$ cat src/rtl/ftk_pkg.sv
`timescale 1ns / 1ps
`default_nettype none

package ftk_pkg;

	// Field widths of the command and result transactions
	localparam int CMD_W     = 2;
	localparam int IDX_W     = 7;
	localparam int VAL_W     = 16;
	localparam int ID_W      = 31;
	localparam int RID_W     = 32;
	localparam int DIST_W    = 48;
	localparam int SQ_W      = 32;
	localparam int KEEP_W    = 5;
	localparam int DIM_W     = 8;
	localparam int CFG_W     = 8;
	localparam int CFG_IDX_W = 1;

	// Command codes
	localparam logic [CMD_W-1:0] CMD_LOAD = 2'd0;
	localparam logic [CMD_W-1:0] CMD_CAND = 2'd1;
	localparam logic [CMD_W-1:0] CMD_EMIT = 2'd2;

	// Configuration register indexes
	localparam logic [CFG_IDX_W-1:0] REG_KEEP_COUNT = 1'b0;
	localparam logic [CFG_IDX_W-1:0] REG_DIMENSION  = 1'b1;

	// Register reset values
	localparam logic [KEEP_W-1:0] KEEP_RESET = 5'd10;
	localparam logic [DIM_W-1:0]  DIM_RESET  = 8'd128;

	// Padding for empty result slots
	localparam logic [RID_W-1:0]  EMPTY_ID = '1;
	localparam logic [DIST_W-1:0] DIST_MAX = '1;

	// Operation handed from the front end to the back end
	typedef enum logic [1:0] {
		OP_LOAD,
		OP_CAND,
		OP_EMIT
	} op_t;

	typedef struct packed {
		op_t                     op;
		logic [IDX_W-1:0]        index;
		logic signed [VAL_W-1:0] value;
		logic [ID_W-1:0]         id;
		logic                    eligible;
		logic                    is_first;
		logic                    is_last;
	} item_t;

endpackage

`default_nettype wire

$ cat src/rtl/ftk_front.sv
`timescale 1ns / 1ps
`default_nettype none

module ftk_front import ftk_pkg::*; (
	input  logic                    clk,
	input  logic                    arst_n,
	input  logic                    start,
	output logic                    busy,
	input  logic [CMD_W-1:0]        command,
	input  logic [IDX_W-1:0]        component_index,
	input  logic signed [VAL_W-1:0] component_value,
	input  logic [ID_W-1:0]         candidate_id,
	input  logic                    eligible,
	input  logic [DIM_W-1:0]        dim_eff,
	output item_t                   head,
	output logic                    head_valid,
	input  logic                    pop
);

	localparam int QD = 2;

	item_t      item_d;
	logic       keep_item;
	logic       push;
	item_t      q_mem [QD];
	logic       q_wr_q;
	logic       q_rd_q;
	logic [1:0] q_cnt_q;

	// Classify the incoming transaction; out-of-range candidate components drop here
	always_comb begin
		item_d.op       = OP_LOAD;
		item_d.index    = component_index;
		item_d.value    = component_value;
		item_d.id       = candidate_id;
		item_d.eligible = eligible;
		item_d.is_first = (component_index == '0);
		item_d.is_last  = ({1'b0, component_index} == (dim_eff - DIM_W'(1)));
		keep_item       = 1'b0;
		case (command)
			CMD_LOAD: begin
				item_d.op = OP_LOAD;
				keep_item = 1'b1;
			end
			CMD_CAND: begin
				item_d.op = OP_CAND;
				keep_item = ({1'b0, component_index} < dim_eff);
			end
			CMD_EMIT: begin
				item_d.op = OP_EMIT;
				keep_item = 1'b1;
			end
			default: keep_item = 1'b0;
		endcase
	end

	assign busy       = (q_cnt_q == 2'd2);
	assign push       = start && !busy && keep_item;
	assign head_valid = (q_cnt_q != 2'd0);
	assign head       = q_mem[q_rd_q];

	// Two-entry queue toward the back end
	always_ff @(posedge clk or negedge arst_n) begin
		if (!arst_n) begin
			q_wr_q  <= 1'b0;
			q_rd_q  <= 1'b0;
			q_cnt_q <= 2'd0;
		end else begin
			if (push) q_wr_q <= ~q_wr_q;
			if (pop) q_rd_q <= ~q_rd_q;
			case ({push, pop})
				2'b10:   q_cnt_q <= q_cnt_q + 2'd1;
				2'b01:   q_cnt_q <= q_cnt_q - 2'd1;
				default: q_cnt_q <= q_cnt_q;
			endcase
		end
	end

	always_ff @(posedge clk) begin
		if (push) q_mem[q_wr_q] <= item_d;
	end

endmodule

`default_nettype wire

$ cat config.mk
export PLATFORM = sky130hd
export DESIGN_NAME = ftk_front
export DESIGN_NICKNAME = d
export VERILOG_FILES = /design/src/rtl/ftk_pkg.sv /design/src/rtl/ftk_front.sv
export SDC_FILE = /design/constraint.sdc
export NUM_CORES = 1
export LEC_CHECK = 0
export BUFFER_PORTS_ARGS = -buffer_cell sky130_fd_sc_hd__buf_2
export CORE_UTILIZATION = 47
export CTS_CLUSTER_SIZE = 14
export DETAILED_ROUTE_END_ITERATION = 6
export GPL_TIMING_DRIVEN = 0
export PLACE_DENSITY_LB_ADDON = 0.25
export SETUP_SLACK_MARGIN = 0.3
export SYNTH_ARGS = -nofsm -noshare
export SYNTH_HDL_FRONTEND = slang
export SYNTH_SLANG_ARGS = --single-unit
export TNS_END_PERCENT = 30
$ cat constraint.sdc
create_clock -name clk -period 3.9 [get_ports clk]
set_input_delay 0.78 -clock clk [delete_from_list [all_inputs] [get_ports clk]]
set_output_delay 0.78 -clock clk [all_outputs]
set_load 0.01 [all_outputs]
# --- After elaboration in Yosys (flattened, before gate mapping) ---
# Memory sizes are Yosys's and may differ from the RTL's.
# Cells that the tools add are included.
totals:
  reg_bits: 4
  mem_bits_rw: 118
  input_bits: 69
  output_inout_bits: 61
  elab_cells: 29
  n_memories: 1
mem_list:
  columns: ["memory", "depth", "width", "read_ports", "rd_ports_with_merged_regs", "wr", "line", "source"]
  rows:
  - ["q_mem", 2, 59, 1, 0, 1, "ftk_front.sv:25", "item_t q_mem [QD];"]
op_classes:
  n_addsub: 3
  n_lt_le_gt_ge: 1
  n_eq_ne: 6
  n_mux: 5
  bitwise_logic: 2
  reduce_logical: 8
ops:
  columns: ["operator", "count"]
  rows:
  - ["$eq A7 B8 Y1", 1]
  - ["$lt A7 B8 Y1", 1]
  - ["$pmux W2 S2", 2]
  - ["$sub A8 B1 Y8 const B", 1]
  - ["$logic_not A7 Y1", 1]
  - ["$eq A2 B2 Y1 const B", 3]
  - ["$eq A2 B1 Y1 const B", 2]
  - ["$reduce_bool A2 Y1", 2]
  - ["$add A2 B1 Y2 const B", 1]
  - ["$logic_and A1 B1 Y1", 2]
  - ["$logic_not A2 Y1", 1]
  - ["$mux W1", 2]
  - ["$not A1 Y1", 2]
  - ["$pmux W1 S2", 1]
  - ["$reduce_or A2 Y1", 1]
  - ["$sub A2 B1 Y2 const B", 1]
  - ["$logic_not A1 Y1", 1]

# --- Logic depth before layout (Yosys ltp) ---
# Gate-level depths: netlist of run 1.
depth:
  ltp_word: 6
  mapped_depth: 10

# --- Worst setup path after synthesis of run 1 ---
# OpenSTA, ideal clock, no wires.
synth_path:
  kind: "input to register"
  startpoint: "input dim_eff[5]"
  endpoint: "memory q_mem[0][0] in the netlist's numbering (enable)"
  setup_ns: 0.476
  arrival_ns: 4.188
  slack_ns: -0.764
  path_stages: 7
  path_buffers: 0
  path_cell_list: "inv_1 ha_1 a21o_1 a21oi_1 o2111ai_1 o22a_1 nor2_1"
synth_between:
  elab_chain_len: 5
synth_rtl:
  columns: ["element", "line", "source"]
  rows:
  - ["from (decl)", "ftk_front.sv:14", "input logic [DIM_W-1:0] dim_eff,"]
  - ["$lt A7 B8 Y1", "ftk_front.sv:47", "keep_item = ({1'b0, component_index} < dim_eff);"]
  - ["$pmux W1 S2", "ftk_front.sv:40", "case (command)"]
  - ["$logic_and A1 B1 Y1", "ftk_front.sv:58", "assign push = start && !busy && keep_item;"]
  - ["$mux W1", "ftk_front.sv:80", "if (push) q_mem[q_wr_q] <= item_d;"]
  - ["$mux W1 (not written as such)", "ftk_front.sv:80", null]
  - ["to (decl)", "ftk_front.sv:25", null]
# Every way passes these cells.

# --- Worst setup path in the final report of run 1 ---
layout_path:
  startpoint: "input dim_eff[5]"
  endpoint: "memory q_mem[0][17] in the netlist's numbering (enable)"
# Same word-level chain as after synthesis.

==> impl_metrics.toml, run 1 <==
[clock_tree]
cts_resized = 0
numCtsBuffers = 17
cts_tree = "yes"
clkTransAtPathRegs_ps = 60
hold_buffers = 0
post_cts_buffers = 0
clock_sinks = 122
cts_root_buf = "clkbuf_8"
cts_buffer_depth = 2
clock_latency_ps = 500
cts_max_level = 4

[logic_synthesis]
synth_commonest_cells = "118 x edfxtp_1, 59 x mux2_2, 13 x xnor2_1, 11 x inv_1, 9 x ha_1"
ys_seq_elements = 122
synth_top_family_by_area = "multiplexers"
synth_edf_count = 118
synthCells = 253
async_flop_share_pct = 3.28
yosys.area_share.adder_pct = 2.33
yosys.area_share.simple_pct = 2.85
synth_mux_area_share_pct = 13.8
ys_seq_area_share_pct = 75.4
synth_top_area_share_pct = 73.4
synth_cell_types = 26
synth_top_area_cell = "edfxtp_1"
synth_area_mm2 = 0.00483
avgSynthCellArea_um2 = 19.1
synth_warnings = 0
synth_xor_area_share_pct = 3.08
synth_compound_area_share_pct = 0.984
ys.flop_type = "edfxtp_1"
synth.area.top_cells = "edfxtp_1 73%, mux2_2 14%, xnor2_1 2.4%, ha_1 2.3%, dfrtp_1 2.1%"
synth_most_common_cell = "edfxtp_1"
synth_fp_nets = 331

[timing]
fin_crit_ps = 2780
setup-tns-final_ps = 0
final.setup_skew_ps = 4.40
tightest_slew_ps = 897
clock.fmax_mhz = 359
relSlewSlack_pct = 40.0
setup_viol = 0
rsz0062_at_grt = "no"
min_period_over_period_pct = 71.3
hold_violations = 0
finalMaxSlewViolations = 0

[worst_setup_path]
ff2ff_path_depth = 5
end_kind = "register"
cp-startpoint = "dim_eff[5]"
path_cells = "buf_2 -> inv_1 -> ha_1 -> a21o_1 -> a21oi_1 -> o2111ai_1 -> o22a_1 -> nor2_4 -> buf_12"
crit_path_start_kind = "input pin"
rr_startpoint = "q_cnt_q[0]"
cp.depth = 9
crit_slowest_cell = "nor2_4"
crit_family = "simple AND/OR/NAND/NOR gates"
critPathArrivalTime_ps = 2980
r2r_slack_ps = 1570
crit_type = "in -> reg"
crit_end = "q_mem[0][17]"
r2r-end = "q_mem[0][17]"
max_stage_delay_ps = 720
cp_max_fo = 32
cp.required_ps = 4090
worst-path-buf-inv = 3

[routing]
drtIter0Drc = 85
vias = 2701
wl_per_cell_um = 15.9
viasPerCell = 4.93
drt-total-wl_um = 8700
drtPass1Iterations = 4
drc_errors = 0
ant_nets = 0

[finish]
ff_latch_area_mm2 = 0.00364
syn2layout_area_growth_pct = 30.1
drive_gt1_share_pct = 56.4
multi_input_area_mm2 = 0.00113
nets = 481
diodes = 0
fillCellCount = 729

[power]
p_per_area_mw_per_mm2 = 727
vdd.ir_drop.worst_v = 0.000493
power_uw = 4570
leakagePower_uw = 0.00243

[die]
die_area_mm2 = 0.0107
std_cell_rows = 36
die_w_um = 103
die_h_um = 103
io_pins = 130
core_region_area_mm2 = 0.00986
start_util_pct = 49.0

[placed_design]
dpl.hpwl_um = 5980
gp_congestion = 0.775
numPortBuffers = 129

[global_route]
grt_use_total_pct = 17.1
grt_max_degree = 33
antenna_found_initial = 0
grt.overflow.total = 0
grt_pass1_wl_um = 13100
grt_pass1_vias = 2732

[run_status]
status = "completed"

[worst_hold_path]
worstHoldPathType = "in -> async"

[run]
max_cap_viol_count = 0
area by class of cell:
cell class,instances,share of cell area [%]
clock buffers,17,6.59
multi-input cells,113,17.9
plain buffers,7,0.538
clock inverters,14,2.75
repair buffers,131,10.9
well taps,133,2.65
flip-flops and latches,122,58.0
inverters,11,0.657
logic make-up after synthesis:
kind of cell,after synthesis
AND/OR/NAND/NOR,21
buffers and inverters,18
AO/OA/AOI/OAI,7
multiplexers,59
XOR/XNOR,17
flip-flops,122
adder cells (fa/ha/maj),9
power by group:
group          internal (uW)  switching, uW  total (uW)
clock network            972            554        1530
logic                    575            656        1230
registers               1740           66.7        1810
total                   3290           1280        4570
layout by cell type (no fill, tap or decap), types with 3 or more instances in the layout:
cell type / instances
clkbuf_16: 16
a21oi_1: 3
inv_1: 11
ha_1: 9
mux2_2: 59
edfxtp_1: 118
dfrtp_1: 4
buf_2: 135
nor2_1: 3
nor3_2: 3
bufinv_16: 3
xor2_1: 4
xnor2_1: 13
clkinv_4: 4
clkinv_2: 3
per-layer routing:
layer	GRT usage, %	routed length (um)	vias to the layer above
li1	-	-	1277
met1	19.4	3550	1310
met2	29.3	4410	103
met3	7.06	640	11
met4	5.53	99	0
met5	0	0	-
stage by stage:
step	util (%)	hold slack (ps)	cells	cell area (um2)	setup WS [ps]
after floorplan	-	456	253	4830	212
after global placement	57.2	477	515	5650	-821
after detailed placement	57.7	496	517	5700	562
after CTS	63.7	49.9	548	6280	1090
after global routing	63.7	43.6	548	6280	966
final	63.7	72.2	548	6280	1120
worst register-to-register path, cell delays in order (launching register included):
cell       delay (ps)
dfrtp_1           400
nand2b_1          170
o2111ai_1         120
o22a_1            290
nor2_4            720
buf_12            300
registers in the layout, indices dropped and copies added, names as in the netlist:
register,flops
q_cnt_q,2
q_mem,118
q_rd_q,1
q_wr_q,1
how the worst min path moves through the flow:
stage,from,endpoint,depth (start not counted)
4_1_cts,arst_n,q_cnt_q[0],1
2_1_floorplan,q_cnt_q[1],q_cnt_q[1],1
3_3_place_gp,q_cnt_q[1],q_cnt_q[1],1
6_report,arst_n,q_rd_q,1
3_5_place_dp,q_cnt_q[1],q_cnt_q[1],1
5_1_grt,arst_n,q_rd_q,1
Power figures use the tool's default switching activity.
==> run 2: changes to the inputs <==
CORE_UTILIZATION = 52   (was 47)
clock period = 2.9 ns   (was 3.9 ns; I/O delays follow)
==> run 2 against run 1 <==
The flow now finishes with violations (DRC). Cell area up 0.92%. Worst hold slack better by 190 ps. Critical path depth down 5. Setup slack worse by 710 ps. Clock skew up 2.8 ps. Sequential share of layout area down 0.53 points. Sequential power up 35%. Total power up 36%. Sequential cell count unchanged. Highest routed layer unchanged. Clock-buffer cell count unchanged. Global-route usage up 1.7 points. Via count down 0.85%. Critical endpoint is now head[8].
==> impl_metrics.toml, run 2 (synthesis results as in run 1) <==
[run_status]
status = "finished with violations"
violations = "DRC"

[finish]
nets = 484
syn2layout_area_growth_pct = 31.3
mostFrequentLayoutCell = "buf_2"
top_regs = "q_mem (118), q_cnt_q (2)"
diodes = 0
final_cell_area_mm2 = 0.00634
regMostFlops = "q_mem"
largest_reg_flops = 118
drive_gt1_share_pct = 56.8
layout_common_cells = "135 x buf_2, 118 x edfxtp_1, 59 x mux2_2, 16 x clkbuf_16, 13 x xnor2_1"

[power]
p_switching_uw = 1700
switching_share_pct = 27.3
leakagePower_uw = 0.00245
vdd.ir_drop.worst_v = 0.000570
sequentialPowerShare_pct = 39.1
combPwrFrac_pct = 26.9
power_uw = 6230
p_per_area_mw_per_mm2 = 983
power.share.clock_pct = 34.0
cellInternalPower_uw = 4530

[worst_setup_path]
cp.required_ps = 2320
cp_max_fo = 10
critPathArrivalTime_ps = 1910
end_kind = "output pin"
crit_type = "reg -> out"
crit_path_start_kind = "register"

[clock_tree]
cts_root_buf = "clkbuf_8"
cts_tree = "yes"
clock_sinks = 122
numCtsBuffers = 17
cts_buffer_depth = 2
clkTransAtPathRegs_ps = 60
cts_resized = 0
clock_latency_ps = 500
cts_max_level = 4

[routing]
drtIter0Drc = 112
drtPass1Iterations = 7
vias = 2678
viasPerCell = 5.08
wl_per_cell_um = 16.2
drt-total-wl_um = 8520
ant_nets = 0
drc_errors = 14

[die]
die_w_um = 98.4
core_region_area_mm2 = 0.00885
std_cell_rows = 34
start_util_pct = 54.6
die_area_mm2 = 0.00968
io_pins = 130
die_h_um = 98.4

[placed_design]
gp_congestion = 0.802
numPortBuffers = 129
place_ws_ps = -269
placed_area_mm2 = 0.00571
dpl.hpwl_um = 5780

[global_route]
grt_use_total_pct = 18.8
grt_max_degree = 30
grt.overflow.total = 0
grt_pass1_wl_um = 13400
antenna_found_initial = 0
grt_pass1_vias = 2810

[timing]
setup-tns-final_ps = 0
setup_viol = 0
rsz0062_at_grt = "yes"
hold_violations = 0
final.setup_skew_ps = 7.15
fin_crit_ps = 2490
tightest_slew_ps = 899
finalMaxSlewViolations = 0
min_period_over_period_pct = 86.0
relSlewSlack_pct = 40.0
worst_slack_ps = 406
clock.fmax_mhz = 401

[worst_hold_path]
worstHoldPathType = "in -> reg"

[run]
max_cap_viol_count = 0
run 2: changes by cell type in the layout (fill, tap and decap cells not counted), sizes merged:
cell         before  now
bufinv            3    4
clkinv            7    6
buf             137  138
nor2              5    6
clkinvlp          2    3
dlygate4sd3       0    1
run 2: per-layer routing:
metal / GRT usage, % / vias up / share of wire, %
met1: 21.5 / 1291 / 39
met2: 32.3 / 97 / 52
li1: - / 1284 / -
met5: 0 / - / 0
met4: 8.61 / 0 / 0.74
met3: 6.16 / 6 / 8.4
run 2: critical path, cell delays in order (launching register included):
cell	delay (ps)
dfrtp_1	320
clkbuf_1	260
buf_2	320
mux2_2	370
buf_2	140
run 2: what timing repair did:
item                                    4_1_cts  5_1_grt
buffers inserted                              0        0
gates cloned                                  1        0
hold buffers                                  1        0
hold endpoints to repair                      4        0
pin swaps                                     1        0
endpoints found under the setup margin       29        6
run 2: final timing paths:
check                                 from            to  slack (ps)  depth (start not counted)
min in group asynchronous           arst_n    q_cnt_q[0]         410                          2
max reg2reg                     q_cnt_q[0]  q_mem[0][15]         780                          4
max in group asynchronous           arst_n        q_rd_q        2370                          2
max                                 q_rd_q       head[8]         410                          4
min                        candidate_id[7]  q_mem[0][10]         260                          1
min reg2reg                     q_cnt_q[1]    q_cnt_q[1]         510                          1
run 2: final cells by class:
type | count | area [um2]
clock inverters | 15 | 199
multi-input cells | 114 | 1150
repair buffers | 133 | 716
inverters | 11 | 53.8
well taps | 108 | 135
fillers | 592 | 2510
clock buffers | 17 | 414
plain buffers | 7 | 33.8
flip-flops and latches | 122 | 3640
run 2: power groups by stage:
stage / combinational [uW] / sequential [uW] / clock, uW
final: 1680 / 2440 / 2120
after global routing: 1820 / 2470 / 2240
after detailed placement: 1690 / 2470 / 0
after CTS: 1710 / 2440 / 2160
after floorplan: 1060 / 2450 / 0
after global placement: 1620 / 2460 / 0
run 2: metrics by stage:
stage          hold WS [ps]  util, %  std cells
2_1_floorplan           284        -        253
3_3_place_gp            389     63.9        490
3_5_place_dp            397     64.6        493
4_1_cts                 237     71.7        527
5_1_grt                 232     71.7        527
6_report                263     71.7        527
==> run 3: changes to the inputs <==
--- a/config.mk
+++ b/config.mk
@@ -8,3 +8,3 @@
 export BUFFER_PORTS_ARGS = -buffer_cell sky130_fd_sc_hd__buf_2
-export CORE_UTILIZATION = 52
+export CORE_UTILIZATION = 45
 export CTS_CLUSTER_SIZE = 14
--- a/constraint.sdc
+++ b/constraint.sdc
@@ -3,2 +3,2 @@
 set_output_delay 0.58 -clock clk [all_outputs]
-set_load 0.01 [all_outputs]
+set_load 0.005 [all_outputs]
==> run 3 against run 2 <==
The flow now finishes without violations. Critical path depth rose by 5. Clock power fell by 5%. Die area rose by 15%. Combinational power fell by 10%. Via count rose by 1.9%. Non-clock buffer count fell by 1. Clock-buffer cell count rose by 7. Critical endpoint is now q_mem[1][42].
==> impl_metrics.toml, run 3 (synthesis results as in run 1) <==
[clock_tree]
cts_max_level = 4
cts_tree = "yes"
clock_sinks = 122
numCtsBuffers = 17
clock_latency_ps = 500
clkTransAtPathRegs_ps = 50
cts_buffer_depth = 2
cts_root_buf = "clkbuf_8"

[timing]
setup_viol = 0
clock.fmax_mhz = 380
hold_violations = 0
min_period_over_period_pct = 90.7
final.setup_skew_ps = 9.97
rsz0062_at_grt = "yes"
finalMaxSlewViolations = 0
tightest_slew_ps = 975
fin_crit_ps = 2630
whs_ps = 263
relSlewSlack_pct = 34.8

[global_route]
grt_max_degree = 32
grt.overflow.total = 0
grt_pass1_vias = 2777
grt_pass1_wl_um = 13500
grt_use_total_pct = 16.5
antenna_found_initial = 1

[placed_design]
numPortBuffers = 129
gp_congestion = 0.745
placed_area_mm2 = 0.00573
dp.cells = 520
dpl.hpwl_um = 6020

[finish]
finalNonFillerCells = 553
layout_common_cells = "135 x buf_2, 118 x edfxtp_1, 59 x mux2_2, 16 x clkbuf_16, 13 x xnor2_1"
mostFrequentLayoutCell = "buf_2"
diodes = 0
regMostFlops = "q_mem"
drive_gt1_share_pct = 55.6
fillCellCount = 804
ff_latch_area_mm2 = 0.00364
multi_input_area_mm2 = 0.00114
syn2layout_area_growth_pct = 30.6
final_cell_area_mm2 = 0.00631
nets = 482
fin_util_pct = 60.8
largest_reg_flops = 118
top_regs = "q_mem (118), q_cnt_q (2)"

[worst_setup_path]
cp_max_fo = 31
crit_type = "in -> reg"
critPathArrivalTime_ps = 2820
end_kind = "register"
crit_path_start_kind = "input pin"
r2r_slack_ps = 540
cp.required_ps = 3090

[routing]
drc_errors = 0
viasPerCell = 4.93
wl_per_cell_um = 15.7
drtPass1Iterations = 4
ant_nets = 0
vias = 2728
drtIter0Drc = 90
drt-total-wl_um = 8690

[power]
leakagePower_uw = 0.00243
vdd.ir_drop.worst_v = 0.000535
p_per_area_mw_per_mm2 = 944

[worst_hold_path]
worstHoldPathType = "in -> reg"

[run_status]
status = "completed"

[die]
io_pins = 130
core_region_area_mm2 = 0.0104
die_w_um = 106
start_util_pct = 46.6
die_h_um = 106
std_cell_rows = 37
die_area_mm2 = 0.0112

[run]
max_cap_viol_count = 0
[run 3: area by class of cell]
type,count,share of cell area (%)
clock buffers,24,7.14
clock inverters,8,1.90
well taps,136,2.70
multi-input cells,113,18.1
flip-flops and latches,122,57.8
repair buffers,132,11.0
plain buffers,7,0.536
inverters,11,0.853
[run 3: power by group]
part           total (uW)  switching [uW]  internal [uW]
Clock                2010             681           1330
Sequential           2430            84.6           2350
Combinational        1510             746            769
Total                5950            1510           4440
[run 3: what timing repair did]
action / 4_1_cts / 5_1_grt
hold endpoints to repair: 4 / 0
pin swaps: 1 / 0
buffers inserted: 0 / 0
endpoints found under the setup margin: 58 / 99
gates resized for setup: 0 / 0
hold buffers: 1 / 0
[run 3: path summary, 6_finish.rpt]
kind	start	to	cells past startpoint
max	dim_eff[5]	q_mem[1][42]	9
min	candidate_id[6]	q_mem[0][9]	1
max reg2reg	q_cnt_q[0]	q_mem[1][42]	5
min reg2reg	q_cnt_q[1]	q_cnt_q[1]	1
max in group asynchronous	arst_n	q_wr_q	2
min in group asynchronous	arst_n	q_cnt_q[1]	2
[run 3: critical path, cell delays in order]
cell and delay (ps):
buf_2 180, inv_12 40, ha_4 230, a21o_1 180, a21oi_1 130, o2111ai_1 130, o22a_2 290, nor2_4 760
buf_12 290
[run 3: metal layers]
layer	GRT usage [%]	share of wire, %
met2	27.9	50
met4	6.55	1.0
met5	0	0.15
met3	6.43	7.8
met1	18.7	41
[run 3: through the flow]
step	total power (uW)	setup slack (ps)	TNS, ps
3_3_place_gp	3950	-647	-74490
3_5_place_dp	4010	-299	-19040
6_report	5950	270	0
5_1_grt	6250	148	0
4_1_cts	6040	267	0
2_1_floorplan	3360	93.3	0
